`src/design/zbp_pkg.sv`:
```
// Shared types, constants and codes for the z-buffered Blinn-Phong shader.
package zbp_pkg;

  localparam int FRAME_WIDTH_DEF  = 1024;
  localparam int FRAME_HEIGHT_DEF = 768;

  localparam logic [23:0] DEPTH_FAR    = 24'hFFFFFF;
  localparam logic [7:0]  ALPHA_BYTE   = 8'hFF;
  localparam logic [31:0] ALPHA_OPAQUE = 32'hFF000000;
  localparam logic [15:0] LIGHT_RESET  = 16'd9459;

  localparam int ONE14      = 16384;
  localparam int HALF14     = 8192;
  localparam int W_DIFFUSE  = 9830;
  localparam int W_SPECULAR = 6554;

  // sequencer limits
  localparam logic [1:0] LANE_LAST = 2'd2;
  localparam logic [4:0] SQRT_LAST = 5'd31;
  localparam logic [4:0] DIV_TOP   = 5'd17;
  localparam logic [4:0] POW_LAST  = 5'd7;
  localparam logic [4:0] POW_P2    = 5'd1;
  localparam logic [4:0] POW_P16   = 5'd4;
  localparam logic [4:0] POW_M16   = 5'd6;
  localparam logic [4:0] POW_M2    = 5'd7;

  // shade modes; any other code shades flat
  localparam logic [1:0] MODE_LIT    = 2'd0;
  localparam logic [1:0] MODE_NORMAL = 2'd1;

  // register indexes
  localparam logic [1:0] REG_MODE = 2'd0;
  localparam logic [1:0] REG_LX   = 2'd1;
  localparam logic [1:0] REG_LY   = 2'd2;
  localparam logic [1:0] REG_LZ   = 2'd3;

  // vector being normalized
  localparam logic [1:0] PASS_OBJ  = 2'd0;
  localparam logic [1:0] PASS_EYE  = 2'd1;
  localparam logic [1:0] PASS_HALF = 2'd2;

  // kind of result word
  localparam logic [1:0] RES_ZERO  = 2'd0;
  localparam logic [1:0] RES_CLEAR = 2'd1;
  localparam logic [1:0] RES_COLOR = 2'd2;

  typedef enum logic [4:0] {
    OP_NONE,
    OP_LOAD,
    OP_ADDR,
    OP_SEL,
    OP_SQ,
    OP_SQRT_INIT,
    OP_SQRT_STEP,
    OP_DIV_INIT,
    OP_DIV_STEP,
    OP_DIV_FIN,
    OP_NSTORE,
    OP_DOT,
    OP_DOTH,
    OP_POW,
    OP_INT0,
    OP_INT1,
    OP_COLOR
  } op_t;

  typedef struct packed {
    op_t        op;
    logic [1:0] lane;
    logic [4:0] step;
    logic [1:0] pass;
    logic [1:0] res;
    logic       emit;
    logic       drd;
    logic       dwr;
  } cmd_t;

  typedef struct packed {
    logic       in_frame;
    logic       is_clear;
    logic       depth_pass;
    logic       dot_pos;
    logic       out_free;
    logic [1:0] mode;
  } sts_t;

  typedef struct packed {
    logic [1:0]         mode;
    logic signed [15:0] lx;
    logic signed [15:0] ly;
    logic signed [15:0] lz;
  } cfg_t;

endpackage

```
`src/design/zbp_dp.sv`:
```
// Datapath: fragment registers, shared multiplier, sqrt/divide steps, output word.
module zbp_dp #(
  parameter int FRAME_WIDTH  = zbp_pkg::FRAME_WIDTH_DEF,
  parameter int FRAME_HEIGHT = zbp_pkg::FRAME_HEIGHT_DEF,
  localparam int AW = $clog2(FRAME_WIDTH * FRAME_HEIGHT)
) (
  input  logic               clk,
  input  logic               rst_n,
  input  zbp_pkg::cmd_t      cmd,
  output zbp_pkg::sts_t      sts,
  input  zbp_pkg::cfg_t      cfg,
  input  logic               in_func,
  input  logic [9:0]         in_pixel_x,
  input  logic [9:0]         in_pixel_y,
  input  logic [23:0]        in_frag_depth,
  input  logic signed [23:0] in_attr [6],
  input  logic               in_front_facing,
  output logic [AW-1:0]      addr,
  output logic [23:0]        dwdata,
  input  logic [23:0]        drdata,
  output logic               out_valid,
  input  logic               out_ready,
  output logic               out_pixel_write,
  output logic [9:0]         out_x,
  output logic [9:0]         out_row,
  output logic [31:0]        out_argb_color
);

  localparam logic [12:0] W13  = 13'(FRAME_WIDTH);
  localparam logic [12:0] H13  = 13'(FRAME_HEIGHT);
  localparam logic [12:0] HM13 = 13'(FRAME_HEIGHT - 1);

  logic               func_r, func_nxt, ff_r, ff_nxt;
  logic [9:0]         x_r, x_nxt, y_r, y_nxt;
  logic [23:0]        depth_r, depth_nxt;
  logic signed [23:0] a_r [6];
  logic signed [23:0] a_nxt [6];
  logic [AW-1:0]      addr_r, addr_nxt;
  logic signed [24:0] vec_r [3];
  logic signed [24:0] vec_nxt [3];
  logic [47:0]        acc_r, acc_nxt;
  logic [63:0]        sv_r, sv_nxt, sr_r, sr_nxt;
  logic               zero_r, zero_nxt;
  logic [49:0]        rem_r, rem_nxt;
  logic [17:0]        q_r, q_nxt;
  logic signed [15:0] nrm_r [3];
  logic signed [15:0] nrm_nxt [3];
  logic signed [15:0] on_r [3];
  logic signed [15:0] on_nxt [3];
  logic signed [15:0] en_r [3];
  logic signed [15:0] en_nxt [3];
  logic signed [15:0] hn_r [3];
  logic signed [15:0] hn_nxt [3];
  logic signed [33:0] dot_r, dot_nxt, hd_r, hd_nxt;
  logic [14:0]        p_r, p_nxt, p2_r, p2_nxt, p16_r, p16_nxt;
  logic [31:0]        iacc_r, iacc_nxt;
  logic [15:0]        inten_r, inten_nxt;
  logic [7:0]         byte_r [3];
  logic [7:0]         byte_nxt [3];
  logic               out_valid_r, out_valid_nxt;
  logic               wr_r, wr_nxt;
  logic [9:0]         ox_r, ox_nxt, orow_r, orow_nxt;
  logic [31:0]        argb_r, argb_nxt;

  logic signed [15:0] light [3];
  logic signed [25:0] ma, mb;
  logic signed [51:0] prod;
  logic [63:0]        bitv, sq_trial;
  logic [5:0]         bit_sh;
  logic [24:0]        absv;
  logic [49:0]        dv_trial;
  logic [14:0]        mag;
  logic signed [33:0] d14, hd_rnd;
  logic [14:0]        s14, x0;
  logic [51:0]        prnd;
  logic [31:0]        isum;
  logic signed [16:0] ce;
  logic [15:0]        c15;
  logic [29:0]        pl;
  logic [37:0]        tl;
  logic [23:0]        tn;
  logic [16:0]        fv;
  logic [24:0]        tf;
  logic               dot_pos;

  assign light[0] = cfg.lx;
  assign light[1] = cfg.ly;
  assign light[2] = cfg.lz;
  assign dot_pos  = dot_r > 34'sd0;

  // shared multiplier operand select
  always_comb begin
    ma = '0;
    mb = '0;
    case (cmd.op)
      zbp_pkg::OP_SQ: begin
        ma = 26'(vec_r[cmd.lane]);
        mb = 26'(vec_r[cmd.lane]);
      end
      zbp_pkg::OP_DOT: begin
        ma = 26'(light[cmd.lane]);
        mb = 26'(en_r[cmd.lane]);
      end
      zbp_pkg::OP_DOTH: begin
        ma = 26'(hn_r[cmd.lane]);
        mb = 26'(en_r[cmd.lane]);
      end
      zbp_pkg::OP_POW: begin
        ma = $signed({11'b0, p_r});
        if (cmd.step == zbp_pkg::POW_M16) begin
          mb = $signed({11'b0, p16_r});
        end else if (cmd.step == zbp_pkg::POW_M2) begin
          mb = $signed({11'b0, p2_r});
        end else begin
          mb = $signed({11'b0, p_r});
        end
      end
      zbp_pkg::OP_INT0: begin
        ma = 26'(zbp_pkg::W_DIFFUSE);
        mb = 26'(d14);
      end
      zbp_pkg::OP_INT1: begin
        ma = 26'(zbp_pkg::W_SPECULAR);
        mb = $signed({11'b0, s14});
      end
      zbp_pkg::OP_COLOR: begin
        ma = $signed({10'b0, c15});
        mb = $signed({10'b0, inten_r});
      end
      default: ;
    endcase
  end

  assign prod = ma * mb;

  // integer sqrt step: bit walks down two places a step from 2^62
  assign bit_sh   = 6'd62 - {cmd.step, 1'b0};
  assign bitv     = 64'd1 << bit_sh;
  assign sq_trial = sr_r + bitv;

  assign absv     = vec_r[cmd.lane][24] ? 25'(-vec_r[cmd.lane]) : 25'(vec_r[cmd.lane]);
  assign dv_trial = 50'(sr_r[31:0]) << cmd.step;
  assign mag      = zero_r ? 15'd0 : ((q_r > 18'(zbp_pkg::ONE14)) ? 15'(zbp_pkg::ONE14) : q_r[14:0]);

  assign d14    = dot_pos ? ((dot_r + 34'(zbp_pkg::HALF14)) >>> 14) : 34'sd0;
  assign s14    = dot_pos ? p_r : 15'd0;
  assign hd_rnd = (hd_r + 34'(zbp_pkg::HALF14)) >>> 14;
  assign x0     = (hd_r <= 34'sd0) ? 15'd0 :
                  ((hd_rnd > 34'(zbp_pkg::ONE14)) ? 15'(zbp_pkg::ONE14) : hd_rnd[14:0]);
  assign prnd   = prod + 52'(zbp_pkg::HALF14);
  assign isum   = iacc_r + prod[31:0] + 32'(zbp_pkg::HALF14);

  // colour channel terms
  assign ce  = 17'(on_r[cmd.lane]) + 17'(zbp_pkg::ONE14);
  assign c15 = ce[16] ? 16'd0 : ((ce > 17'sd32768) ? 16'd32768 : ce[15:0]);
  assign pl  = (prod > 52'sd536870912) ? 30'd536870912 : prod[29:0];
  assign tl  = (38'(pl) << 8) - 38'(pl) + 38'd268435456;
  assign tn  = (24'(c15) << 8) - 24'(c15) + 24'd16384;
  assign fv  = a_r[cmd.lane][23] ? 17'd0 :
               ((a_r[cmd.lane] > 24'sd65536) ? 17'd65536 : a_r[cmd.lane][16:0]);
  assign tf  = (25'(fv) << 8) - 25'(fv) + 25'd32768;

  always_comb begin
    func_nxt  = func_r;
    ff_nxt    = ff_r;
    x_nxt     = x_r;
    y_nxt     = y_r;
    depth_nxt = depth_r;
    addr_nxt  = addr_r;
    acc_nxt   = acc_r;
    sv_nxt    = sv_r;
    sr_nxt    = sr_r;
    zero_nxt  = zero_r;
    rem_nxt   = rem_r;
    q_nxt     = q_r;
    dot_nxt   = dot_r;
    hd_nxt    = hd_r;
    p_nxt     = p_r;
    p2_nxt    = p2_r;
    p16_nxt   = p16_r;
    iacc_nxt  = iacc_r;
    inten_nxt = inten_r;
    for (int i = 0; i < 6; i++) begin
      a_nxt[i] = a_r[i];
    end
    for (int i = 0; i < 3; i++) begin
      vec_nxt[i]  = vec_r[i];
      nrm_nxt[i]  = nrm_r[i];
      on_nxt[i]   = on_r[i];
      en_nxt[i]   = en_r[i];
      hn_nxt[i]   = hn_r[i];
      byte_nxt[i] = byte_r[i];
    end
    case (cmd.op)
      zbp_pkg::OP_LOAD: begin
        func_nxt  = in_func;
        ff_nxt    = in_front_facing;
        x_nxt     = in_pixel_x;
        y_nxt     = in_pixel_y;
        depth_nxt = in_frag_depth;
        for (int i = 0; i < 6; i++) begin
          a_nxt[i] = in_attr[i];
        end
      end
      zbp_pkg::OP_ADDR: begin
        addr_nxt = AW'(32'(y_r) * 32'(FRAME_WIDTH)) + AW'(x_r);
      end
      zbp_pkg::OP_SEL: begin
        if (cmd.pass == zbp_pkg::PASS_OBJ) begin
          for (int i = 0; i < 3; i++) begin
            vec_nxt[i] = 25'(a_r[i]);
          end
        end else if (cmd.pass == zbp_pkg::PASS_EYE) begin
          for (int i = 0; i < 3; i++) begin
            vec_nxt[i] = 25'(a_r[i+3]);
          end
        end else begin
          vec_nxt[0] = 25'(cfg.lx);
          vec_nxt[1] = 25'(cfg.ly);
          vec_nxt[2] = 25'(cfg.lz) + 25'(zbp_pkg::ONE14);
        end
      end
      zbp_pkg::OP_SQ: begin
        acc_nxt = (cmd.lane == '0) ? prod[47:0] : acc_r + prod[47:0];
      end
      zbp_pkg::OP_SQRT_INIT: begin
        sv_nxt   = {acc_r, 16'b0};
        sr_nxt   = '0;
        zero_nxt = (acc_r == '0);
      end
      zbp_pkg::OP_SQRT_STEP: begin
        if (sv_r >= sq_trial) begin
          sv_nxt = sv_r - sq_trial;
          sr_nxt = (sr_r >> 1) + bitv;
        end else begin
          sr_nxt = sr_r >> 1;
        end
      end
      zbp_pkg::OP_DIV_INIT: begin
        // |v| << 22 plus half the divisor for rounding
        rem_nxt = (50'(absv) << 22) + 50'(sr_r[31:1]);
        q_nxt   = '0;
      end
      zbp_pkg::OP_DIV_STEP: begin
        if (rem_r >= dv_trial) begin
          rem_nxt          = rem_r - dv_trial;
          q_nxt[cmd.step] = 1'b1;
        end
      end
      zbp_pkg::OP_DIV_FIN: begin
        nrm_nxt[cmd.lane] = vec_r[cmd.lane][24] ? -$signed({1'b0, mag}) : $signed({1'b0, mag});
      end
      zbp_pkg::OP_NSTORE: begin
        for (int i = 0; i < 3; i++) begin
          if (cmd.pass == zbp_pkg::PASS_OBJ) begin
            on_nxt[i] = ff_r ? nrm_r[i] : -nrm_r[i];
          end else if (cmd.pass == zbp_pkg::PASS_EYE) begin
            en_nxt[i] = ff_r ? nrm_r[i] : -nrm_r[i];
          end else begin
            hn_nxt[i] = nrm_r[i];
          end
        end
      end
      zbp_pkg::OP_DOT: begin
        dot_nxt = (cmd.lane == '0) ? prod[33:0] : dot_r + prod[33:0];
      end
      zbp_pkg::OP_DOTH: begin
        hd_nxt = (cmd.lane == '0) ? prod[33:0] : hd_r + prod[33:0];
      end
      zbp_pkg::OP_POW: begin
        if (cmd.step == '0) begin
          p_nxt = x0;
        end else begin
          p_nxt = prnd[28:14];
          if (cmd.step == zbp_pkg::POW_P2) begin
            p2_nxt = prnd[28:14];
          end
          if (cmd.step == zbp_pkg::POW_P16) begin
            p16_nxt = prnd[28:14];
          end
        end
      end
      zbp_pkg::OP_INT0: begin
        iacc_nxt = prod[31:0];
      end
      zbp_pkg::OP_INT1: begin
        inten_nxt = isum[29:14];
      end
      zbp_pkg::OP_COLOR: begin
        if (cfg.mode == zbp_pkg::MODE_LIT) begin
          byte_nxt[cmd.lane] = tl[36:29];
        end else if (cfg.mode == zbp_pkg::MODE_NORMAL) begin
          byte_nxt[cmd.lane] = tn[22:15];
        end else begin
          byte_nxt[cmd.lane] = tf[23:16];
        end
      end
      default: ;
    endcase
  end

  // output word register
  always_comb begin
    out_valid_nxt = out_valid_r;
    wr_nxt        = wr_r;
    ox_nxt        = ox_r;
    orow_nxt      = orow_r;
    argb_nxt      = argb_r;
    if (out_valid_r && out_ready) begin
      out_valid_nxt = 1'b0;
    end
    if (cmd.emit) begin
      out_valid_nxt = 1'b1;
      if (cmd.res == zbp_pkg::RES_ZERO) begin
        wr_nxt   = 1'b0;
        ox_nxt   = '0;
        orow_nxt = '0;
        argb_nxt = '0;
      end else begin
        wr_nxt   = 1'b1;
        ox_nxt   = x_r;
        orow_nxt = 10'(HM13 - 13'(y_r));
        argb_nxt = (cmd.res == zbp_pkg::RES_CLEAR) ? zbp_pkg::ALPHA_OPAQUE :
                   {zbp_pkg::ALPHA_BYTE, byte_r[0], byte_r[1], byte_r[2]};
      end
    end
  end

  always_ff @(posedge clk) begin
    if (!rst_n) begin
      out_valid_r <= 1'b0;
    end else begin
      out_valid_r <= out_valid_nxt;
    end
  end

  always_ff @(posedge clk) begin
    func_r  <= func_nxt;
    ff_r    <= ff_nxt;
    x_r     <= x_nxt;
    y_r     <= y_nxt;
    depth_r <= depth_nxt;
    addr_r  <= addr_nxt;
    acc_r   <= acc_nxt;
    sv_r    <= sv_nxt;
    sr_r    <= sr_nxt;
    zero_r  <= zero_nxt;
    rem_r   <= rem_nxt;
    q_r     <= q_nxt;
    dot_r   <= dot_nxt;
    hd_r    <= hd_nxt;
    p_r     <= p_nxt;
    p2_r    <= p2_nxt;
    p16_r   <= p16_nxt;
    iacc_r  <= iacc_nxt;
    inten_r <= inten_nxt;
    wr_r    <= wr_nxt;
    ox_r    <= ox_nxt;
    orow_r  <= orow_nxt;
    argb_r  <= argb_nxt;
    for (int i = 0; i < 6; i++) begin
      a_r[i] <= a_nxt[i];
    end
    for (int i = 0; i < 3; i++) begin
      vec_r[i]  <= vec_nxt[i];
      nrm_r[i]  <= nrm_nxt[i];
      on_r[i]   <= on_nxt[i];
      en_r[i]   <= en_nxt[i];
      hn_r[i]   <= hn_nxt[i];
      byte_r[i] <= byte_nxt[i];
    end
  end

  assign addr   = addr_r;
  assign dwdata = (cmd.res == zbp_pkg::RES_CLEAR) ? zbp_pkg::DEPTH_FAR : depth_r;

  assign sts.in_frame   = (13'(x_r) < W13) && (13'(y_r) < H13);
  assign sts.is_clear   = func_r;
  assign sts.depth_pass = depth_r < drdata;
  assign sts.dot_pos    = dot_pos;
  assign sts.out_free   = !out_valid_r || out_ready;
  assign sts.mode       = cfg.mode;

  assign out_valid       = out_valid_r;
  assign out_pixel_write = wr_r;
  assign out_x           = ox_r;
  assign out_row         = orow_r;
  assign out_argb_color  = argb_r;

endmodule
```
`config.mk`:
```
export PLATFORM = sky130hd
export DESIGN_NAME = zbp_dp
export DESIGN_NICKNAME = d
export VERILOG_FILES = /design/src/design/zbp_pkg.sv /design/src/design/zbp_dp.sv
export SDC_FILE = /design/constraint.sdc
export NUM_CORES = 2
export LEC_CHECK = 0
export BUFFER_PORTS_ARGS = -buffer_cell sky130_fd_sc_hd__buf_2
export CORE_MARGIN = 4
export CORE_UTILIZATION = 50
export CTS_CLUSTER_SIZE = 8
export DETAILED_ROUTE_END_ITERATION = 8
export GPL_TIMING_DRIVEN = 0
export PLACE_DENSITY = 0.65
export SLEW_MARGIN = 20
export SYNTH_ARGS = -nofsm -noshare
export SYNTH_HDL_FRONTEND = slang
export SYNTH_SLANG_ARGS = --single-unit
```
`constraint.sdc`:
```
create_clock -name clk -period 20.8 [get_ports clk]
set_clock_uncertainty 0.05 [all_clocks]
set_input_delay 3.12 -clock clk [delete_from_list [all_inputs] [get_ports clk]]
set_output_delay 3.12 -clock clk [all_outputs]
set_load 0.01 [all_outputs]
```
# Yosys cells after proc, flatten, opt, wreduce, memory -nomap -nowiden
# Memory sizes are Yosys's and may differ from the RTL's.
# Index checks and enable logic that the tools add are counted.
# totals
register_bits	524
mem_bits_rw	435
memories	7
# classes
n_addsub	29
n_mul	1
magnitude_cmp	15
eq_ne	34
shift	2
muxes	75
n_bitwise	3
reduce_logical	23
# mem_list
name	depth	word_bits	read_ports	rd_ports_with_merged_regs	wr	line_no	text
a_r	6	24	7	0	6	zbp_dp.sv:36	logic signed [23:0] a_r [6];
vec_r	3	25	1	0	3	zbp_dp.sv:39	logic signed [24:0] vec_r [3];
en_r	3	16	1	0	3	zbp_dp.sv:50	logic signed [15:0] en_r [3];
hn_r	3	16	1	0	3	zbp_dp.sv:52	logic signed [15:0] hn_r [3];
nrm_r	3	16	3	0	3	zbp_dp.sv:46	logic signed [15:0] nrm_r [3];
on_r	3	16	1	0	3	zbp_dp.sv:48	logic signed [15:0] on_r [3];
+1 memories	n/a	n/a	n/a	n/a	n/a	n/a	
# op_table
cell	count
two-way mux 16 bit	24
case mux 64 bit (2 select lines)	2
two-way mux 48 bit	5
two-way mux 75 bit	3
case mux 26 bit (7 select lines)	1
case mux 26 bit (6 select lines)	1
two-way mux 144 bit	1
two-way mux 64 bit	2
two-way mux 15 bit	7
case mux 50 bit (2 select lines)	1
two-way mux 24 bit	4
bitwise mux 24 bit	3
adder 34 x 15 -> 34 bit, second input constant	2
adder 34 bit	2
two-way mux 34 bit	2
adder 63 x 64 -> 64 bit	1
adder 64 bit	1
greater-or-equal comparator 64 bit	1
left shift 1 x 6 -> 64 bit, first input constant	1
subtractor 64 bit	1
greater-than comparator 52 x 31 -> 1 bit, second input constant	1
multiplier 26 x 26 -> 52 bit	1
two-way mux 26 bit	2
greater-or-equal comparator 50 bit	1
67 further kinds	112

# Depth between registers and ports, before layout
# An unclocked memory read counts as a cell.
# depth
depth_word	14
depth_mapped	64
ltp_nobuf	55

# Least setup slack after synthesis
# No wires, ideal clock.
# synth_timing
path_type	input to register
from	in cmd[16] in the netlist's numbering
to	mem byte_r[0][5], data pin
arrival_ns	16.339
slack_ns	4.145
path_stages	54
n_path_buf	5
path_cell_list	clkbuf_1 > nor3b_1 > nand2_1 > inv_1 > clkbuf_1 > nand2b_1 > o21ai_0 > a221oi_1 > o211ai_1 > clkbuf_1 > nand2_1 > fa_1 > inv_1 > fa_1 > fa_1 > inv_1 > fa_1 > inv_1 > (+18 left out) > inv_1 > ha_1 > ha_1 > a21o_1 > a21o_1 > a21o_1 > a21o_1 > a21o_1 > a21oi_1 > o21ai_0 > a21oi_1 > o2111ai_1 > o211a_1 > o21a_1 > a211oi_2 > xnor2_1 > o22ai_1 > nor2_1
# synth_rtl
item	line_no	text
from (decl)	zbp_dp.sv:9	input zbp_pkg::cmd_t cmd,
to (decl)	zbp_dp.sv:58	logic [7:0] byte_r [3];

==> out/metrics.csv <==
stage;metric;value;unit
yosys;Syn Area/Cell;9.67;um^2
worst_setup_path;Worst EP arrival;20820;ps
clock_network;clock sink total;949;
floorplan;num ports;391;
worst_setup_path;kind of end point of the critical path;register;
clock_network;Clock Root Buffer;clkbuf_16;
grt;vias in the first global route;71674;
yosys;cell accounting for the most synthesized area;edfxtp_1;
worst_setup_path;critical path type;in -> reg;
floorplan;Horiz. Die Dim;426;um
finish;Seq. cell area;28500;um^2
timing;share of the clock period used by the worst path;98.0;%
worst_setup_path;reg2reg setup slack;4020;ps
timing;post-route setup slack;414;ps
grt;first-pass GRT wire length;469;mm
clock_network;Reg clk slew, reported paths;40;ps
placed_design;Post-Place Worst Slack;-1340;ps
finish;most frequent cells in the layout;nand2_1 (1033), edfxtp_1 (948), inv_1 (937);
grt;Total GRT Usage;34.9;%
timing;Final Max Tran Viols;0;
finish;layout filler cell count;15550;
finish;Layout area overhead;11.6;%
pwr;pwr/cell area;56.6;nW/um^2
timing;final hold slack;371;ps
yosys;ys flop type;edfxtp_1;
floorplan;die area;181000;um^2
route;First-pass DRT Iterations;7;
worst_setup_path;Slowest-stage cell, CP;fa_1;
route;antenna-violating nets left;0;
route;initial DRC count;8201;
yosys;cells after synthesis;9032;
route;drc violations;0;
grt;largest net degree at the start of global routing;49;
hold_path;worst hold path type;reg -> reg;
route;WL per Instance;26.8;um
worst_setup_path;critical path peak fanout;10;
grt;grt total ovfl;0;
finish;layout cell share with drive strength beyond 1;9.90;%
floorplan;DIE HEIGHT;426;um
clock_network;Post-CTS Hold Buffers;0;
clock_network;clock latency on the worst-skew pair;810;ps
pwr;maximum vdd drop;0.0920;mV
clock_network;CTS tree;built;
timing;Fmax;49.1;MHz
timing;RSZ-0062 raised after global routing;no;
timing;final hold vios;0;
pwr;leakage power;41.7;nW
floorplan;Core ar.;174000;um^2
yosys;FF+latch count, synth;949;
yosys;Post-synth ARST share;0;%
finish;area of the multi-input gates;54200;um^2
flow_run;max-cap violations;0;
grt;initial antenna violation count;23;
route;Avg Vias per Cell;6.13;
clock_network;CTS Buffer Depth;3;
finish;commonest non-fill, non-tap cell in the layout;nand2_1;
yosys;post-synthesis sequential area ratio;32.6;%
route;vias;73402;
placed_design;routability cong.;1.03;
timing;Final setup viols;0;
worst_setup_path;Setup crit start kind;input port;
timing;Slew HR;9.30;%
timing;Final min period;20390;ps
yosys;unique cell type count in the Yosys netlist;114;
route;drt total wl;321;mm
yosys;synthesis warning total;0;
placed_design;post-DP HPWL;261;mm
clock_network;htree depth;4;
yosys;synthesized cell area;87400;um^2
placed_design;IO Port Bufs;380;
floorplan;Initial Util;50.3;%
run_status;outcome;finished, final reports clean;
worst_setup_path;CP required;21230;ps
yosys;EDFF count, synth;948;
yosys;ranking of synthesized cells by area;edfxtp_1 (33%), fa_1 (16%), ha_1 (8.8%);
clock_network;total CTS buffers;137;
worst_setup_path;critical path's largest stage delay;690;ps
timing;measured slew at the worst slew-check pin;1350;ps
floorplan;std cell rows;153;
yosys;Mapped Nets;10612;
yosys;Synth top area share;32.6;%
finish;nets;11202;
-- routing by layer --
layer | up-vias | share of wire (%) | GRT usage (%) | routed length [um]
li1 | 32429 | - | - | -
met1 | 36150 | 42 | 49.3 | 134000
met2 | 4144 | 42 | 51.3 | 135000
met3 | 673 | 11 | 8.49 | 36000
met4 | 6 | 5.0 | 14.9 | 16100
met5 | - | 0.014 | 0 | 46
-- sequential cells by signal, indices dropped and copies added, names as in the netlist, 50 cells and up --
signal and flops:
vec_r 72, rem_r 50, a_r 144, sr_r 64, sv_r 64
-- worst max-delay path: cells and delay by family --
| kind | cells | cell delay (ps) |
|---|---|---|
| AND/OR/NAND/NOR | 6 | 1290 |
| buffers and inverters | 21 | 5910 |
| AO/OA/AOI/OAI | 22 | 5240 |
| adder cells (fa/ha/maj) | 10 | 4650 |
| XOR/XNOR | 2 | 500 |
-- area by class of cell --
class,instances,share of cell area [%]
diodes,12,0.0308
clock buffers,148,3.58
well taps,2325,2.98
inverters,945,3.64
repair buffers,452,2.95
clock inverters,16,0.405
plain buffers,374,1.64
flip-flops and latches,949,29.2
multi-input cells,6763,55.6
-- repair_timing --
| item | 4_1_cts | 5_1_grt |
|---|---|---|
| buffers inserted | 0 | 6 |
| pin swaps | 0 | 4 |
| endpoints found under the setup margin | 21 | 24 |
| gates resized for setup | 2 | 53 |
| cloned | 0 | 0 |
-- synth_stat cells (all sizes together) (19+ instances only) --
master	number
mux4	36
a211o	20
nor2	845
o21a	61
ha	617
nand2b	102
a21o	185
buf	81
inv	944
o21ai	587
a221oi	24
clkbuf	293
nand2	1036
a31o	23
fa	677
a21oi	484
edfxtp	948
xor2	274
nor4	67
nand4	62
nor3	107
and3	58
o31ai	39
xnor2	258
mux2	49
or3	34
a211oi	94
nor2b	118
and2	133
o21bai	61
nand3	117
or2	35
mux2i	184
o2111ai	19
o211ai	37
a31oi	73
-- power by group --
part	total (mW)	leakage [nW]	internal [mW]	switching (mW)
Combinational	1.26	31.1	0.445	0.811
Sequential	2.17	8.71	2.15	0.0188
Clock	2.09	1.87	1.21	0.885
Total	5.52	41.7	3.81	1.71
-- through the flow --
stage                     instances  utilization, %  power, mW  area [um^2]  setup TNS [ps]
final                         11984            56.1       5.52        97500               0
after global routing          11979            56.1       5.72        97500               0
after detailed placement      11802            53.8       3.42        93400          -23660
after global placement        11737            53.0       3.39        92200          -77060
after CTS                     11966            56.0       5.50        97300               0
after floorplan                9032               -       3.00        87400               0
-- final timing paths --
path	start	to	cells past startpoint
worst max register to register	on_r[0][4]	byte_r[0][5]	53
worst min-delay path	y_r[5]	addr[15]	0
worst min register to register	y_r[5]	addr[15]	0
worst max-delay path	cmd[13]	byte_r[0][5]	61
-- cell families (layout without fill, tap and decap cells) --
group / count (synthesis) / after routing / synth area share (%)
AO/OA/AOI/OAI: 1896 / 1896 / 13.8
XOR/XNOR: 532 / 532 / 5.35
adder cells (fa/ha/maj): 1296 / 1296 / 24.4
buffers and inverters: 1320 / 1935 / 5.85
flip-flops: 949 / 949 / 32.6
multiplexers: 269 / 269 / 3.67
other: 0 / 12 / 0
AND/OR/NAND/NOR: 2770 / 2770 / 14.3
Note: power is estimated with default switching activity, not from simulation.
