--- config.mk ---
export PLATFORM = sky130hd
export DESIGN_NAME = zbp_ctrl
export DESIGN_NICKNAME = d
export VERILOG_FILES = /design/src/design/zbp_pkg.sv /design/src/design/zbp_ctrl.sv
export SDC_FILE = /design/constraint.sdc
export NUM_CORES = 1
export LEC_CHECK = 0
export BUFFER_PORTS_ARGS = -buffer_cell sky130_fd_sc_hd__clkbuf_2
export CAP_MARGIN = 20
export CORE_ASPECT_RATIO = 1.2
export CORE_MARGIN = 1
export CORE_UTILIZATION = 40
export CTS_BUF_LIST = sky130_fd_sc_hd__clkbuf_8
export DETAILED_ROUTE_END_ITERATION = 16
export RECOVER_POWER = 50
export SLEW_MARGIN = 40
export SYNTH_ARGS = -nofsm -noshare
export SYNTH_HDL_FRONTEND = slang
export SYNTH_SLANG_ARGS = --single-unit
export TNS_END_PERCENT = 30
--- constraint.sdc ---
create_clock -name clk -period 5.8 [get_ports clk]
set_clock_uncertainty 0.15 [all_clocks]
set_input_delay 1.74 -clock clk [delete_from_list [all_inputs] [get_ports clk]]
set_output_delay 1.74 -clock clk [all_outputs]
set_load 0.005 [all_outputs]
--- src/design/zbp_pkg.sv ---
// Shared types, constants and codes for the z-buffered Blinn-Phong shader.
package zbp_pkg;

  localparam int FRAME_WIDTH_DEF  = 1024;
  localparam int FRAME_HEIGHT_DEF = 768;

  localparam logic [23:0] DEPTH_FAR    = 24'hFFFFFF;
  localparam logic [7:0]  ALPHA_BYTE   = 8'hFF;
  localparam logic [31:0] ALPHA_OPAQUE = 32'hFF000000;
  localparam logic [15:0] LIGHT_RESET  = 16'd9459;

  localparam int ONE14      = 16384;
  localparam int HALF14     = 8192;
  localparam int W_DIFFUSE  = 9830;
  localparam int W_SPECULAR = 6554;

  // sequencer limits
  localparam logic [1:0] LANE_LAST = 2'd2;
  localparam logic [4:0] SQRT_LAST = 5'd31;
  localparam logic [4:0] DIV_TOP   = 5'd17;
  localparam logic [4:0] POW_LAST  = 5'd7;
  localparam logic [4:0] POW_P2    = 5'd1;
  localparam logic [4:0] POW_P16   = 5'd4;
  localparam logic [4:0] POW_M16   = 5'd6;
  localparam logic [4:0] POW_M2    = 5'd7;

  // shade modes; any other code shades flat
  localparam logic [1:0] MODE_LIT    = 2'd0;
  localparam logic [1:0] MODE_NORMAL = 2'd1;

  // register indexes
  localparam logic [1:0] REG_MODE = 2'd0;
  localparam logic [1:0] REG_LX   = 2'd1;
  localparam logic [1:0] REG_LY   = 2'd2;
  localparam logic [1:0] REG_LZ   = 2'd3;

  // vector being normalized
  localparam logic [1:0] PASS_OBJ  = 2'd0;
  localparam logic [1:0] PASS_EYE  = 2'd1;
  localparam logic [1:0] PASS_HALF = 2'd2;

  // kind of result word
  localparam logic [1:0] RES_ZERO  = 2'd0;
  localparam logic [1:0] RES_CLEAR = 2'd1;
  localparam logic [1:0] RES_COLOR = 2'd2;

  typedef enum logic [4:0] {
    OP_NONE,
    OP_LOAD,
    OP_ADDR,
    OP_SEL,
    OP_SQ,
    OP_SQRT_INIT,
    OP_SQRT_STEP,
    OP_DIV_INIT,
    OP_DIV_STEP,
    OP_DIV_FIN,
    OP_NSTORE,
    OP_DOT,
    OP_DOTH,
    OP_POW,
    OP_INT0,
    OP_INT1,
    OP_COLOR
  } op_t;

  typedef struct packed {
    op_t        op;
    logic [1:0] lane;
    logic [4:0] step;
    logic [1:0] pass;
    logic [1:0] res;
    logic       emit;
    logic       drd;
    logic       dwr;
  } cmd_t;

  typedef struct packed {
    logic       in_frame;
    logic       is_clear;
    logic       depth_pass;
    logic       dot_pos;
    logic       out_free;
    logic [1:0] mode;
  } sts_t;

  typedef struct packed {
    logic [1:0]         mode;
    logic signed [15:0] lx;
    logic signed [15:0] ly;
    logic signed [15:0] lz;
  } cfg_t;

endpackage

--- src/design/zbp_ctrl.sv ---
// Sequencer: depth-store clearing sweep and per-fragment micro-op schedule.
module zbp_ctrl #(
  parameter int FRAME_WIDTH  = zbp_pkg::FRAME_WIDTH_DEF,
  parameter int FRAME_HEIGHT = zbp_pkg::FRAME_HEIGHT_DEF,
  localparam int DEPTH = FRAME_WIDTH * FRAME_HEIGHT,
  localparam int AW    = $clog2(DEPTH)
) (
  input  logic          clk,
  input  logic          rst_n,
  input  logic          in_valid,
  output logic          in_ready,
  input  zbp_pkg::sts_t sts,
  output zbp_pkg::cmd_t cmd,
  output logic          clr_active,
  output logic [AW-1:0] clr_addr
);

  typedef enum logic [20:0] {
    S_CLR  = 21'h000001,
    S_IDLE = 21'h000002,
    S_ADDR = 21'h000004,
    S_RD   = 21'h000008,
    S_TEST = 21'h000010,
    S_SEL  = 21'h000020,
    S_SQ   = 21'h000040,
    S_SQI  = 21'h000080,
    S_SQS  = 21'h000100,
    S_DVI  = 21'h000200,
    S_DVS  = 21'h000400,
    S_DVF  = 21'h000800,
    S_NST  = 21'h001000,
    S_DOT  = 21'h002000,
    S_DCHK = 21'h004000,
    S_DOTH = 21'h008000,
    S_POW  = 21'h010000,
    S_INT0 = 21'h020000,
    S_INT1 = 21'h040000,
    S_COL  = 21'h080000,
    S_EMIT = 21'h100000
  } state_t;

  localparam logic [AW-1:0] CLR_LAST = AW'(DEPTH - 1);

  state_t        state_r, state_nxt;
  logic [1:0]    lane_r, lane_nxt;
  logic [4:0]    step_r, step_nxt;
  logic [1:0]    pass_r, pass_nxt;
  logic [1:0]    res_r, res_nxt;
  logic [AW-1:0] clr_cnt_r, clr_cnt_nxt;

  always_ff @(posedge clk) begin
    if (!rst_n) begin
      state_r   <= S_CLR;
      lane_r    <= '0;
      step_r    <= '0;
      pass_r    <= zbp_pkg::PASS_OBJ;
      res_r     <= zbp_pkg::RES_ZERO;
      clr_cnt_r <= '0;
    end else begin
      state_r   <= state_nxt;
      lane_r    <= lane_nxt;
      step_r    <= step_nxt;
      pass_r    <= pass_nxt;
      res_r     <= res_nxt;
      clr_cnt_r <= clr_cnt_nxt;
    end
  end

  assign clr_addr = clr_cnt_r;

  always_comb begin
    state_nxt   = state_r;
    lane_nxt    = lane_r;
    step_nxt    = step_r;
    pass_nxt    = pass_r;
    res_nxt     = res_r;
    clr_cnt_nxt = clr_cnt_r;
    in_ready    = 1'b0;
    clr_active  = 1'b0;
    cmd         = '0;
    cmd.op      = zbp_pkg::OP_NONE;
    cmd.lane    = lane_r;
    cmd.step    = step_r;
    cmd.pass    = pass_r;
    cmd.res     = res_r;
    unique case (state_r)
      S_CLR: begin
        clr_active  = 1'b1;
        clr_cnt_nxt = clr_cnt_r + 1'b1;
        if (clr_cnt_r == CLR_LAST) begin
          state_nxt = S_IDLE;
        end
      end
      S_IDLE: begin
        in_ready = 1'b1;
        if (in_valid) begin
          cmd.op    = zbp_pkg::OP_LOAD;
          state_nxt = S_ADDR;
        end
      end
      S_ADDR: begin
        cmd.op    = zbp_pkg::OP_ADDR;
        state_nxt = S_RD;
      end
      S_RD: begin
        cmd.drd   = 1'b1;
        state_nxt = S_TEST;
      end
      S_TEST: begin
        lane_nxt = '0;
        pass_nxt = zbp_pkg::PASS_OBJ;
        if (!sts.in_frame) begin
          res_nxt   = zbp_pkg::RES_ZERO;
          state_nxt = S_EMIT;
        end else if (sts.is_clear) begin
          res_nxt   = zbp_pkg::RES_CLEAR;
          state_nxt = S_EMIT;
        end else if (!sts.depth_pass) begin
          res_nxt   = zbp_pkg::RES_ZERO;
          state_nxt = S_EMIT;
        end else if (sts.mode == zbp_pkg::MODE_LIT || sts.mode == zbp_pkg::MODE_NORMAL) begin
          state_nxt = S_SEL;
        end else begin
          state_nxt = S_COL;
        end
      end
      S_SEL: begin
        cmd.op    = zbp_pkg::OP_SEL;
        lane_nxt  = '0;
        state_nxt = S_SQ;
      end
      S_SQ: begin
        cmd.op   = zbp_pkg::OP_SQ;
        lane_nxt = lane_r + 1'b1;
        if (lane_r == zbp_pkg::LANE_LAST) begin
          state_nxt = S_SQI;
        end
      end
      S_SQI: begin
        cmd.op    = zbp_pkg::OP_SQRT_INIT;
        step_nxt  = '0;
        state_nxt = S_SQS;
      end
      S_SQS: begin
        cmd.op   = zbp_pkg::OP_SQRT_STEP;
        step_nxt = step_r + 1'b1;
        if (step_r == zbp_pkg::SQRT_LAST) begin
          lane_nxt  = '0;
          state_nxt = S_DVI;
        end
      end
      S_DVI: begin
        cmd.op    = zbp_pkg::OP_DIV_INIT;
        step_nxt  = zbp_pkg::DIV_TOP;
        state_nxt = S_DVS;
      end
      S_DVS: begin
        cmd.op   = zbp_pkg::OP_DIV_STEP;
        step_nxt = step_r - 1'b1;
        if (step_r == '0) begin
          state_nxt = S_DVF;
        end
      end
      S_DVF: begin
        cmd.op = zbp_pkg::OP_DIV_FIN;
        if (lane_r == zbp_pkg::LANE_LAST) begin
          state_nxt = S_NST;
        end else begin
          lane_nxt  = lane_r + 1'b1;
          state_nxt = S_DVI;
        end
      end
      S_NST: begin
        cmd.op   = zbp_pkg::OP_NSTORE;
        lane_nxt = '0;
        step_nxt = '0;
        if (pass_r == zbp_pkg::PASS_OBJ) begin
          pass_nxt  = zbp_pkg::PASS_EYE;
          state_nxt = S_SEL;
        end else if (pass_r == zbp_pkg::PASS_EYE) begin
          state_nxt = (sts.mode == zbp_pkg::MODE_LIT) ? S_DOT : S_COL;
        end else begin
          state_nxt = S_DOTH;
        end
      end
      S_DOT: begin
        cmd.op   = zbp_pkg::OP_DOT;
        lane_nxt = lane_r + 1'b1;
        if (lane_r == zbp_pkg::LANE_LAST) begin
          state_nxt = S_DCHK;
        end
      end
      S_DCHK: begin
        if (sts.dot_pos) begin
          pass_nxt  = zbp_pkg::PASS_HALF;
          state_nxt = S_SEL;
        end else begin
          state_nxt = S_INT0;
        end
      end
      S_DOTH: begin
        cmd.op   = zbp_pkg::OP_DOTH;
        lane_nxt = lane_r + 1'b1;
        if (lane_r == zbp_pkg::LANE_LAST) begin
          step_nxt  = '0;
          state_nxt = S_POW;
        end
      end
      S_POW: begin
        cmd.op   = zbp_pkg::OP_POW;
        step_nxt = step_r + 1'b1;
        if (step_r == zbp_pkg::POW_LAST) begin
          state_nxt = S_INT0;
        end
      end
      S_INT0: begin
        cmd.op    = zbp_pkg::OP_INT0;
        state_nxt = S_INT1;
      end
      S_INT1: begin
        cmd.op    = zbp_pkg::OP_INT1;
        lane_nxt  = '0;
        state_nxt = S_COL;
      end
      S_COL: begin
        cmd.op   = zbp_pkg::OP_COLOR;
        lane_nxt = lane_r + 1'b1;
        if (lane_r == zbp_pkg::LANE_LAST) begin
          res_nxt   = zbp_pkg::RES_COLOR;
          state_nxt = S_EMIT;
        end
      end
      S_EMIT: begin
        if (sts.out_free) begin
          cmd.emit  = 1'b1;
          cmd.dwr   = (res_r != zbp_pkg::RES_ZERO);
          state_nxt = S_IDLE;
        end
      end
      default: begin
        state_nxt = S_IDLE;
      end
    endcase
  end

  a_emit_free: assert property (@(posedge clk) disable iff (!rst_n)
    cmd.emit |-> sts.out_free) else $error("word emitted into a full output register");

  a_dwr_kind: assert property (@(posedge clk) disable iff (!rst_n)
    cmd.dwr |-> cmd.emit && (res_r == zbp_pkg::RES_CLEAR || res_r == zbp_pkg::RES_COLOR))
    else $error("depth write without a colour or clear word");

  a_clr_block: assert property (@(posedge clk) disable iff (!rst_n)
    clr_active |-> !in_ready && !cmd.dwr) else $error("fragment taken during clearing sweep");

  a_emit_idle: assert property (@(posedge clk) disable iff (!rst_n)
    cmd.emit |=> state_r == S_IDLE) else $error("sequencer not idle after emit");

endmodule

# Word level (Yosys, flattened, before mapping)
# Index checks and enable logic that the tools add are counted.
[op_classes]
div_mod_pow = 0
reduce_logical = 18
shift = 0
n_eq_ne = 41
n_mul = 0
bitwise_logic = 0
muxes = 42
order_cmp = 0
n_addsub = 4
[op_table]
columns = ["operator", "count"]
rows = [
  ["21-bit one-hot mux with 21 select lines", 1],
  ["21-bit 2-to-1 mux", 13],
  ["20-bit 2-to-1 mux", 4],
  ["5-bit one-hot mux with 16 select lines", 1],
  ["2-bit != test (second input constant)", 13],
  ["5-bit one-hot mux with 5 select lines", 1],
  ["21-bit by 1-bit equality test with 1-bit output (second input constant)", 1],
  ["21-bit by 10-bit equality test with 1-bit output (second input constant)", 1],
  ["21-bit by 11-bit equality test with 1-bit output (second input constant)", 1],
  ["21-bit by 12-bit equality test with 1-bit output (second input constant)", 1],
  ["21-bit by 13-bit equality test with 1-bit output (second input constant)", 1],
  ["21-bit by 14-bit equality test with 1-bit output (second input constant)", 1],
  ["21-bit by 15-bit equality test with 1-bit output (second input constant)", 1],
  ["21-bit by 16-bit equality test with 1-bit output (second input constant)", 1],
  ["21-bit by 17-bit equality test with 1-bit output (second input constant)", 1],
  ["21-bit by 18-bit equality test with 1-bit output (second input constant)", 1],
  ["21-bit by 19-bit equality test with 1-bit output (second input constant)", 1],
  ["21-bit by 2-bit equality test with 1-bit output (second input constant)", 1],
  ["21-bit by 20-bit equality test with 1-bit output (second input constant)", 1],
  ["21-bit equality test (second input constant)", 1],
  ["21-bit by 3-bit equality test with 1-bit output (second input constant)", 1],
  ["21-bit by 4-bit equality test with 1-bit output (second input constant)", 1],
  ["21-bit by 5-bit equality test with 1-bit output (second input constant)", 1],
  ["21-bit by 6-bit equality test with 1-bit output (second input constant)", 1],
  ["33 further kinds", 54],
]
[totals]
mem_bits_ro = 0
mem_bits_rw = 0
elab_cells = 111
mem_count = 0
input_bits = 10
latch_bits = 0
reg_bits = 52
output_inout_bits = 41

# Longest topological paths before layout
# Gate-level depths: netlist of the first run.
[depth]
word_depth = 7
mapped_depth = 13
ltp_nobuf = 11

# Worst setup path before layout of the first run
# No wires, ideal clock.
[synth_path]
kind = "input port to output port"
from = "in sts[2] (netlist bit)"
to = "out cmd[0] (netlist bit)"
t_required_ns = 3.910
cell_stages = 3
setup_slack_ns = 1.740
path_buffers = 0
arrival_ns = 2.170
path_cell_list = "nand2_1 > nor3_1 > o21a_1"
[synth_lines]
columns = ["item", "line_no", "text"]
rows = [
  ["from (decl)", "zbp_ctrl.sv:12", "input zbp_pkg::sts_t sts,"],
  ["to (decl)", "zbp_ctrl.sv:13", "output zbp_pkg::cmd_t cmd,"],
]

==> results.tsv, run 1 <==
metric	value	unit
largest net degree at the start of global routing	19	
diode count	0	
Slew @ Worst Pin	1720	ps
routed len/inst	17.5	um
final setup violation count	0	
Post-Syn Nets	429	
asr flop ratio synth	0	%
first-iteration detailed-routing DRC count	235	
CTS tree	done	
fin. max-slew vios	13	
routability cong.	0.982	
cts hold-fix bufs	0	
global-route wire length before repair	15600	um
Post-synth EDFFs	0	
setup slack after placement	1490	ps
final WL	9680	um
vias post-DR	3326	
crit-path max cell delay	640	ps
crit-path max FO	13	
commonest non-fill, non-tap cell in the layout	nor2_1	
Sum Neg Setup Slack	0	ps
dpl hpwl	7600	um
starting density of the core	41.3	%
LEAKAGE	1.49	nW
Die Y-Extent	102	um
Synth Flop Type	dfxtp_1	
CP endpoint kind	output pin	
DIE WIDTH	85.5	um
yosys warns	0	
Synth Register Bits	52	
Remaining Overflow, GRT	0	
Post-Layout Cell Count	553	
WP data required	3910	ps
RSZ-0062 raised after global routing	false	
min cycle time layout	4870	ps
Slowest cell on crit path	nor4_1	
maximum vdd drop	0.123	mV
status	finished with violations	
Max Clock Freq	205	MHz
I/O pins	51	
Startpoint Class	flip-flop	
number of antenna violations at the first check in global routing	0	
layout cell share with drive strength beyond 1	16.6	%
CP dominant cell by count	nand4b_1	
crit path kind	flip-flop to output pin	
Vias/cell	6.01	
total of max-cap violations	1	
failing checks	capacitance limit, slew limit	
clock latency on the worst-skew pair	320	ps
Synth cell types	68	
arrival time worst endpoint	2980	ps
sequential-to-total area share from yosys stat	31.1	%
CTS Root Cell	clkbuf_8	
PwrDens	190	mW/mm^2
Hold Vio Cnt, Final	0	
CTS clock-pin slew for the worst setup and hold paths	100	ps
vias in the first global route	3060	
relative slew slack	-15.5	%
Final WS setup	930	ps
floorplan core area	0.00811	mm^2
Sinks on Clock Net	52	
post-route clock period utilization	84.0	%
drt pass-1 iters	4	
Final ANT Viol Nets	0	
Die ar.	0.00873	mm^2
critical path, cell by cell	nor4_1 > nand2b_1 > nor3_1 > nand4b_1 > nand4b_1 > or3_1 > clkbuf_2	
Fill cells	830	
count of cells resized by post-cts repair	0	
Hold Slack	354	ps
Total GRT Usage	23.0	%
Max Root-Sink Buffers	2	
H-Tree Depth	2	
post-synthesis cell area	0.00334	mm^2
area growth from synthesis to layout	10.8	%
DR DRC count	0	
dpl cells	545	
Mean Syn Cell Area	8.06	um^2
Final Power	704	uW
total area of sequential cells	0.00104	mm^2
Syn Inst Count	415	
nets@finish	471	
num rows	36	
number of I/O port buffers	50	
number of clock buffers inserted by TritonCTS	5	
commonest cells after routing, fill and taps aside	nor2_1 (53), dfxtp_1 (52), clkbuf_2 (46)	
area of the multi-input gates	0.00216	mm^2
Hold WC Path Type	flip-flop to flip-flop	
Setup Fix Bufs, Post-CTS	0	
[flip-flops by register name (all words and copies together), names as in the netlist]
register  flops
clr_addr     20
lane_r        2
step_r        5
pass_r        2
state_r      21
res_r         2
[path summary, 6_finish.rpt]
| check | startpoint | endpoint | slack [ps] | cells after the start |
|---|---|---|---|---|
| setup reg to reg | state_r[17] | clr_addr[19] | 1700 | 7 |
| hold reg to reg | lane_r[1] | lane_r[1] | 350 | 2 |
| hold / removal | lane_r[1] | lane_r[1] | 350 | 2 |
| setup / recovery | state_r[17] | cmd[15] | 930 | 7 |
[through the flow]
stage          area (um^2)  util, %
6_report              3710     45.7
2_1_floorplan         3340        -
5_1_grt               3710     45.7
3_5_place_dp          3650     45.0
3_3_place_gp          3640     44.9
4_1_cts               3750     46.2
[layer usage]
| layer | up-vias | track usage (%) | routed length [um] |
|---|---|---|---|
| li1 | 1620 | - | - |
| met1 | 1561 | 29.7 | 4270 |
| met2 | 115 | 36.5 | 4540 |
| met3 | 30 | 3.88 | 542 |
| met4 | 0 | 12.8 | 330 |
| met5 | - | 0 | 0 |
[cells in the mapped netlist (3+ instances only)]
master	count	area share, %
nor4b_1	5	1.3
nor3_1	20	3.0
and3_1	11	2.1
nor2b_1	7	1.3
nand3_1	25	3.7
nor4_2	6	2.2
nand2_1	33	3.7
mux2i_1	4	1.2
a21oi_1	17	2.5
or3_1	3	0.56
nand2b_1	8	1.5
and2_1	8	1.5
xnor2_1	11	2.9
inv_1	12	1.3
o21a_1	4	0.90
nand3b_1	6	1.3
nor2_1	53	5.9
nand4b_1	3	0.79
o21ai_0	8	1.2
nor4_4	3	1.9
dfxtp_1	52	31
nor4_1	9	1.7
clkbuf_1	9	1.0
o22ai_1	4	0.75
buf_2	3	0.45
ha_1	4	1.5
and4_1	6	1.6
xor2_1	12	3.1
nand4_1	16	3.0
or4_1	5	1.1
[worst max-delay path: cells and delay by family, from the launching register on]
family                 cells  cell delay [ps]
buffers and inverters      1              110
AND/OR/NAND/NOR            6             2150
flip-flops                 1              400
[layout make-up]
cell class / instances / area share (%)
clock inverters: 2 / 0.371
flip-flops and latches: 52 / 28.1
clock buffers: 6 / 2.23
well taps: 95 / 3.21
multi-input cells: 335 / 58.2
inverters: 12 / 1.21
repair buffers: 51 / 6.72
[report_power, final]
part	internal, mW	switching (mW)	leakage [nW]
Combinational	0.0364	0.0629	1.02
Sequential	0.366	0.0121	0.420
Clock	0.0979	0.129	0.0516
Total	0.500	0.204	1.49
[logic make-up after synthesis]
group           count (synthesis)  synth area share (%)
compound gates                 61                  13.1
flops                          52                  31.1
buf+inv                        28                  3.74
mux                             4                  1.20
fa+ha+maj                       4                  1.50
simple gates                  243                  43.3
xor+xnor                       23                  6.02
Note: power is estimated with default switching activity, not from simulation.
==> run 2: changes to the inputs <==
- ABC_AREA: default -> 1
- clock period: 5.8 -> 5.1 ns (I/O delays scaled with it)
==> run 2 against run 1 <==
Against the previous run:
- the flow now finishes without violations
- critical path depth grew 3
- critical path type unchanged
- clock power grew 15%
- largest power group unchanged
- cell area increased by 7.6%
==> results.tsv, run 2 <==
metric	value	unit	change
CTS Root Cell	clkbuf_8		unchanged
most frequent cell after synthesis	nand2_1		was nor2_1
layout cell share with drive strength beyond 1	17.4	%	was 16.6%
crit-path max cell delay	540	ps	was 640 ps
Reg with most FFs	state_r		unchanged
cts hold-fix bufs	0		unchanged
status	complete, no violations		was finished with violations
Sinks on Clock Net	52		unchanged
Hold Crit Endpoint	state_r[13]		was lane_r[1]
Max Root-Sink Buffers	2		unchanged
relative slew slack	24.5	%	was -15.5%
CP endpoint kind	output pin		unchanged
Switching Share	43.3	%	was 29.0%
CP Launch Point	state_r[4]		was state_r[17]
crit-path max FO	20		was 13
routability cong.	0.912		was 0.982
fin. max-slew vios	0		was 13
CP dominant cell by count	nand2_1		was nand4b_1
floorplan core area	0.00861	mm^2	was 0.00811 mm^2
CP bufs+invs	2		was 1
Fill cells	976		was 830
Sum Neg Setup Slack	0	ps	unchanged
setup slack after placement	1070	ps	was 1490 ps
Hold WC Path Type	flip-flop to flip-flop		unchanged
min cycle time layout	4080	ps	
critical path, cell by cell	nor2_2 > nand2_1 > nor2_4 > nand2_2 > nor2_1 > nand2_1 > nand3_1 > inv_1 > nand3b_1 > clkbuf_2		was nor4_1 > nand2b_1 > nor3_1 > nand4b_1 > nand4b_1 > or3_1 > clkbuf_2
I/O pins	51		unchanged
Post-synth EDFFs	0		unchanged
commonest cells after routing, fill and taps aside	nand2_1 (112), inv_1 (80), nor2_1 (68)		was nor2_1 (53), dfxtp_1 (52), clkbuf_2 (46)
number of antenna violations at the first check in global routing	0		unchanged
Total GRT Usage	21.5	%	was 23.0%
final WL	9690	um	was 9680 um
Slew @ Worst Pin	1130	ps	was 1720 ps
leading area contributor after synthesis	dfxtp_1		unchanged
power share of the clock group	22.0	%	was 32.3%
routed len/inst	13.5	um	was 17.5 um
Remaining Overflow, GRT	0		unchanged
total area of sequential cells	0.00104	mm^2	unchanged
Synth cell types	37		was 68
num rows	37		was 36
crit path kind	flip-flop to output pin		unchanged
most frequent cells after synthesis	nand2_1 (112), inv_1 (80), nor2_1 (68)		was nor2_1 (53), dfxtp_1 (52), nand2_1 (33)
Mean Syn Cell Area	6.45	um^2	was 8.06 um^2
PwrDens	296	mW/mm^2	was 190 mW/mm^2
Logic pwr share	38.8	%	was 14.1%
WP data required	3420	ps	was 3910 ps
number of I/O port buffers	50		unchanged
final setup violation count	0		unchanged
maximum vdd drop	0.178	mV	was 0.123 mV
top cells by area, synth	dfxtp_1 (29%), nand2_1 (12%), inv_1 (8.4%)		was dfxtp_1 (31%), nor2_1 (5.9%), nand3_1 (3.7%)
Startpoint Class	flip-flop		unchanged
Reg-to-Reg Start	state_r[4]		was state_r[17]
DIE WIDTH	88.3	um	was 85.5 um
post-route clock period utilization	80.0	%	
CTS tree	done		unchanged
commonest non-fill, non-tap cell in the layout	nand2_1		was nor2_1
Psw	512	uW	was 204 uW
asr flop ratio synth	0	%	unchanged
first-iteration detailed-routing DRC count	223		was 235
Synth Flop Type	dfxtp_1		unchanged
sequential share of power	39.2	%	was 53.6%
starting density of the core	41.5	%	was 41.3%
number of clock buffers inserted by TritonCTS	5		unchanged
Vias/cell	5.14		was 6.01
Synth Register Bits	52		unchanged
yosys warns	0		unchanged
design internal power	670	uW	was 500 uW
Die Y-Extent	106	um	was 102 um
Setup Fix Bufs, Post-CTS	0		unchanged
drt pass-1 iters	5		was 4
Syn Inst Count	555		was 415
nets@finish	616		was 471
DR DRC count	0		unchanged
Synth top area share	29.1	%	was 31.1%
largest net degree at the start of global routing	32		was 19
area growth from synthesis to layout	11.5	%	was 10.8%
H-Tree Depth	2		unchanged
worst r2r dst	step_r[4]		was clr_addr[19]
sequential-to-total area share from yosys stat	29.1	%	was 31.1%
Final ANT Viol Nets	0		unchanged
Crit path max-delay family	simple AND/OR/NAND/NOR gates		unchanged
CTS clock-pin slew for the worst setup and hold paths	110	ps	was 100 ps
Reg2Reg Depth	13		was 7
Final WS setup	1020	ps	was 930 ps
arrival time worst endpoint	2400	ps	was 2980 ps
R2R Setup Slk	2390	ps	was 1700 ps
dpl hpwl	7520	um	was 7600 um
Slowest cell on crit path	nor2_4		was nor4_1
vias in the first global route	3311		was 3060
count of cells resized by post-cts repair	0		unchanged
RSZ-0062 raised after global routing	false		unchanged
Hold Vio Cnt, Final	0		unchanged
clock latency on the worst-skew pair	330	ps	was 320 ps
diode count	0		unchanged
vias post-DR	3700		was 3326
Largest register FFs	21		unchanged
post-synthesis cell area	0.00358	mm^2	was 0.00334 mm^2
LEAKAGE	1.91	nW	was 1.49 nW
Max Clock Freq	245	MHz	
worst hold path depth	2		unchanged
area of the multi-input gates	0.00213	mm^2	was 0.00216 mm^2
Post-Syn Nets	569		was 429
hold path start	state_r[13]		was lane_r[1]
global-route wire length before repair	15700	um	was 15600 um
total of max-cap violations	0		was 1
Die ar.	0.00933	mm^2	was 0.00873 mm^2
## run 2: per-stage QoR
stage / utilization (%) / instances / power [mW] / hold slack, ps / area [um^2]
floorplan: - / 555 / 0.829 / 302 / 3580
detailed placement: 45.3 / 712 / 0.930 / 319 / 3900
CTS: 46.4 / 720 / 1.19 / 344 / 3990
finish: 46.3 / 720 / 1.18 / 346 / 3990
global route: 46.3 / 720 / 1.27 / 370 / 3990
global placement: 45.3 / 712 / 0.929 / 324 / 3900
## run 2: logic make-up after synthesis
logic type	after synthesis	synth area share, %
AOI/OAI and AO/OA	72	10.8
xor gates and xnor gates	4	0.980
buffers and inverters	98	11.3
adders and majority gates	4	1.40
DFF	52	29.1
and+or+nand+nor	325	46.4
## run 2: power groups by stage
stage / combinational (mW) / sequential, mW / clock, mW
global placement: 0.458 / 0.471 / 0
finish: 0.458 / 0.464 / 0.260
floorplan: 0.363 / 0.466 / 0
global route: 0.515 / 0.467 / 0.283
detailed placement: 0.458 / 0.472 / 0
CTS: 0.460 / 0.463 / 0.270
## run 2: how the worst max path moves through the flow
stage	to	slack, ps	cells past startpoint
finish	cmd[17]	1020	10
detailed placement	cmd[0]	1070	5
global route	cmd[17]	780	10
CTS	cmd[17]	1040	10
global placement	cmd[0]	1090	5
floorplan	cmd[0]	1300	3
## run 2: final cells by class
type / count / area share [%]
sequential: 52 / 26.1
timing repair buffer: 50 / 6.15
inverter: 88 / 8.28
clock buffer: 5 / 1.73
clock inverter: 3 / 0.628
tap: 117 / 3.67
multi-input combinational: 405 / 53.4
## run 2: routing by layer
| metal | track usage [%] | part of all wire, % |
|---|---|---|
| met5 | 0 | 0 |
| met4 | 7.37 | 1.9 |
| met3 | 2.74 | 4.1 |
| met2 | 35.8 | 47 |
| met1 | 28.3 | 47 |
## run 2: worst register-to-register path, stage by stage, from the launching register on
cell	delay (ps)
dfxtp_1	330
nor2_2	140
nand2_1	150
nor2_4	540
nand3_4	240
nand2_4	160
inv_1	70
ha_1	310
inv_1	110
nor2_1	60
nor2_1	80
nand3_1	80
nand3_1	100
a21oi_1	60
==> run 3: changes to the inputs <==
- ABC_AREA: 1 -> 0
- clock period: 5.1 -> 4.17 ns (I/O delays scaled with it)
==> run 3 against run 2 <==
Against the previous run:
- setup slack got worse by 910 ps
- die area decreased by 6.4%
- critical endpoint is now cmd[15]
- register-to-register slack got worse by 1600 ps
- largest cell class unchanged
- worst hold slack improved by 3.3 ps
- sequential share of layout area increased by 1.7 points
- critical path type unchanged
- clock power increased by 9.6%
- highest routed layer unchanged
==> results.tsv, run 3 (synthesis results as in run 1) <==
metric	value	unit	change
worst r2r dst	step_r[4]		unchanged
fin. max-slew vios	0		unchanged
Sum Neg Setup Slack	0	ps	unchanged
R2R Setup Slk	820	ps	was 2390 ps
maximum vdd drop	0.134	mV	was 0.178 mV
Startpoint Class	flip-flop		unchanged
diode count	0		unchanged
number of antenna violations at the first check in global routing	0		unchanged
area growth from synthesis to layout	11.8	%	was 11.5%
final WL	9780	um	was 9690 um
arrival time worst endpoint	2660	ps	was 2400 ps
relative slew slack	43.4	%	was 24.5%
global-route wire length before repair	15700	um	about the same
total of max-cap violations	0		unchanged
routed len/inst	17.5	um	was 13.5 um
Reg-to-Reg Start	state_r[17]		was state_r[4]
Sinks on Clock Net	52		unchanged
num rows	36		was 37
starting density of the core	41.3	%	was 41.5%
vias post-DR	3498		was 3700
Total GRT Usage	23.0	%	was 21.5%
post-route clock period utilization	97.3	%	
number of clock buffers inserted by TritonCTS	5		unchanged
count of cells resized by post-cts repair	0		unchanged
PwrDens	256	mW/mm^2	was 296 mW/mm^2
Die Y-Extent	102	um	was 106 um
number of I/O port buffers	50		unchanged
commonest non-fill, non-tap cell in the layout	nor2_1		was nand2_1
cts hold-fix bufs	0		unchanged
worst hold path depth	2		unchanged
clock latency on the worst-skew pair	310	ps	was 330 ps
DR DRC count	0		unchanged
global routing usage on met1	29.9	%	was 28.3%
Largest register FFs	21		unchanged
status	complete, no violations		unchanged
Hold WC Path Type	flip-flop to flip-flop		unchanged
LEAKAGE	1.49	nW	was 1.91 nW
Setup Fix Bufs, Post-CTS	0		unchanged
met3 Usage GRT	2.58	%	was 2.74%
nets@finish	477		was 616
CTS Root Cell	clkbuf_8		unchanged
crit-path max FO	8		was 20
Hold Crit Endpoint	lane_r[1]		was state_r[13]
layer with the highest usage	met2		unchanged
Max Clock Freq	247	MHz	
Final ANT Viol Nets	0		unchanged
H-Tree Depth	2		unchanged
min cycle time layout	4060	ps	
commonest cells after routing, fill and taps aside	nor2_1 (53), dfxtp_1 (52), clkbuf_2 (39)		was nand2_1 (112), inv_1 (80), nor2_1 (68)
Die ar.	0.00873	mm^2	was 0.00933 mm^2
routability cong.	1.04		was 0.912
Reg with most FFs	state_r		unchanged
Remaining Overflow, GRT	0		unchanged
final setup violation count	0		unchanged
CP Launch Point	state_r[8]		was state_r[4]
Max Root-Sink Buffers	2		unchanged
met2 Resource Use GR	38.5	%	was 35.8%
first-iteration detailed-routing DRC count	335		was 223
RSZ-0062 raised after global routing	false		unchanged
Reg2Reg Depth	12		was 13
drt pass-1 iters	5		unchanged
CP endpoint kind	output pin		unchanged
floorplan core area	0.00811	mm^2	was 0.00861 mm^2
crit path kind	flip-flop to output pin		unchanged
I/O pins	51		unchanged
Hold Slack	350	ps	was 346 ps
Slew @ Worst Pin	849	ps	was 1130 ps
vias in the first global route	3167		was 3311
CTS tree	done		unchanged
Vias/cell	6.26		was 5.14
largest net degree at the start of global routing	19		was 32
layout cell share with drive strength beyond 1	15.9	%	was 17.4%
CTS clock-pin slew for the worst setup and hold paths	100	ps	was 110 ps
Hold Vio Cnt, Final	0		unchanged
dpl hpwl	7620	um	was 7520 um
hold path start	lane_r[1]		was state_r[13]
DIE WIDTH	85.5	um	was 88.3 um
WP data required	2770	ps	was 3420 ps
[run 3: cell types whose count changed in the layout (fill, tap and decap cells not counted), sizes merged, moves of 9 or more]
| cell | before | now |
|---|---|---|
| inv | 90 | 14 |
| a21oi | 34 | 17 |
| nor4 | 4 | 18 |
| o21ai | 26 | 9 |
| nand4 | 29 | 16 |
| nand2 | 122 | 34 |
| xor2 | 2 | 12 |
| nor2 | 85 | 53 |
| nand3 | 57 | 25 |
| xnor2 | 2 | 11 |
[run 3: layout make-up]
class,count,area (um^2)
timing repair buffer,57,285
clock buffer,5,68.8
inverter,12,45.0
tap,95,119
clock inverter,3,16.3
multi-input combinational,335,2160
fill,820,4370
sequential,52,1040
[run 3: critical path, cell delays in order (launching register included)]
cell and delay (ps):
dfxtp_1 370, or4_1 750, nor3_4 350, nand3_1 170
o21bai_1 230, nand4b_1 220, or3_1 150, clkbuf_2 100
[run 3: per-layer routing]
| metal | wire length, um | vias up |
|---|---|---|
| met5 | 0 | - |
| met4 | 372 | 0 |
| met3 | 620 | 35 |
| met2 | 4600 | 167 |
| met1 | 4180 | 1669 |
| li1 | - | 1627 |
[run 3: power breakdown]
part | total [mW] | leakage [nW] | internal, mW | switching [mW]
combinational | 0.146 | 1.02 | 0.0557 | 0.0908
clock | 0.285 | 0.0507 | 0.116 | 0.170
sequential | 0.525 | 0.420 | 0.509 | 0.0164
[run 3: how the worst max path moves through the flow]
stage | endpoint | slack (ps)
final | cmd[15] | 110
after global routing | cmd[14] | 30
after CTS | cmd[15] | 140
after global placement | cmd[15] | 560
after floorplan | cmd[15] | 840
after detailed placement | cmd[15] | 480
[run 3: stage by stage]
step	area [um^2]	util (%)	power, mW	setup WS (ps)	instances
floorplan	3340	-	0.635	843	415
global placement	3690	45.5	0.680	564	551
detailed placement	3690	45.5	0.682	479	551
CTS	3770	46.5	0.967	139	559
global route	3740	46.1	1.00	27.6	559
finish	3740	46.1	0.957	113	559
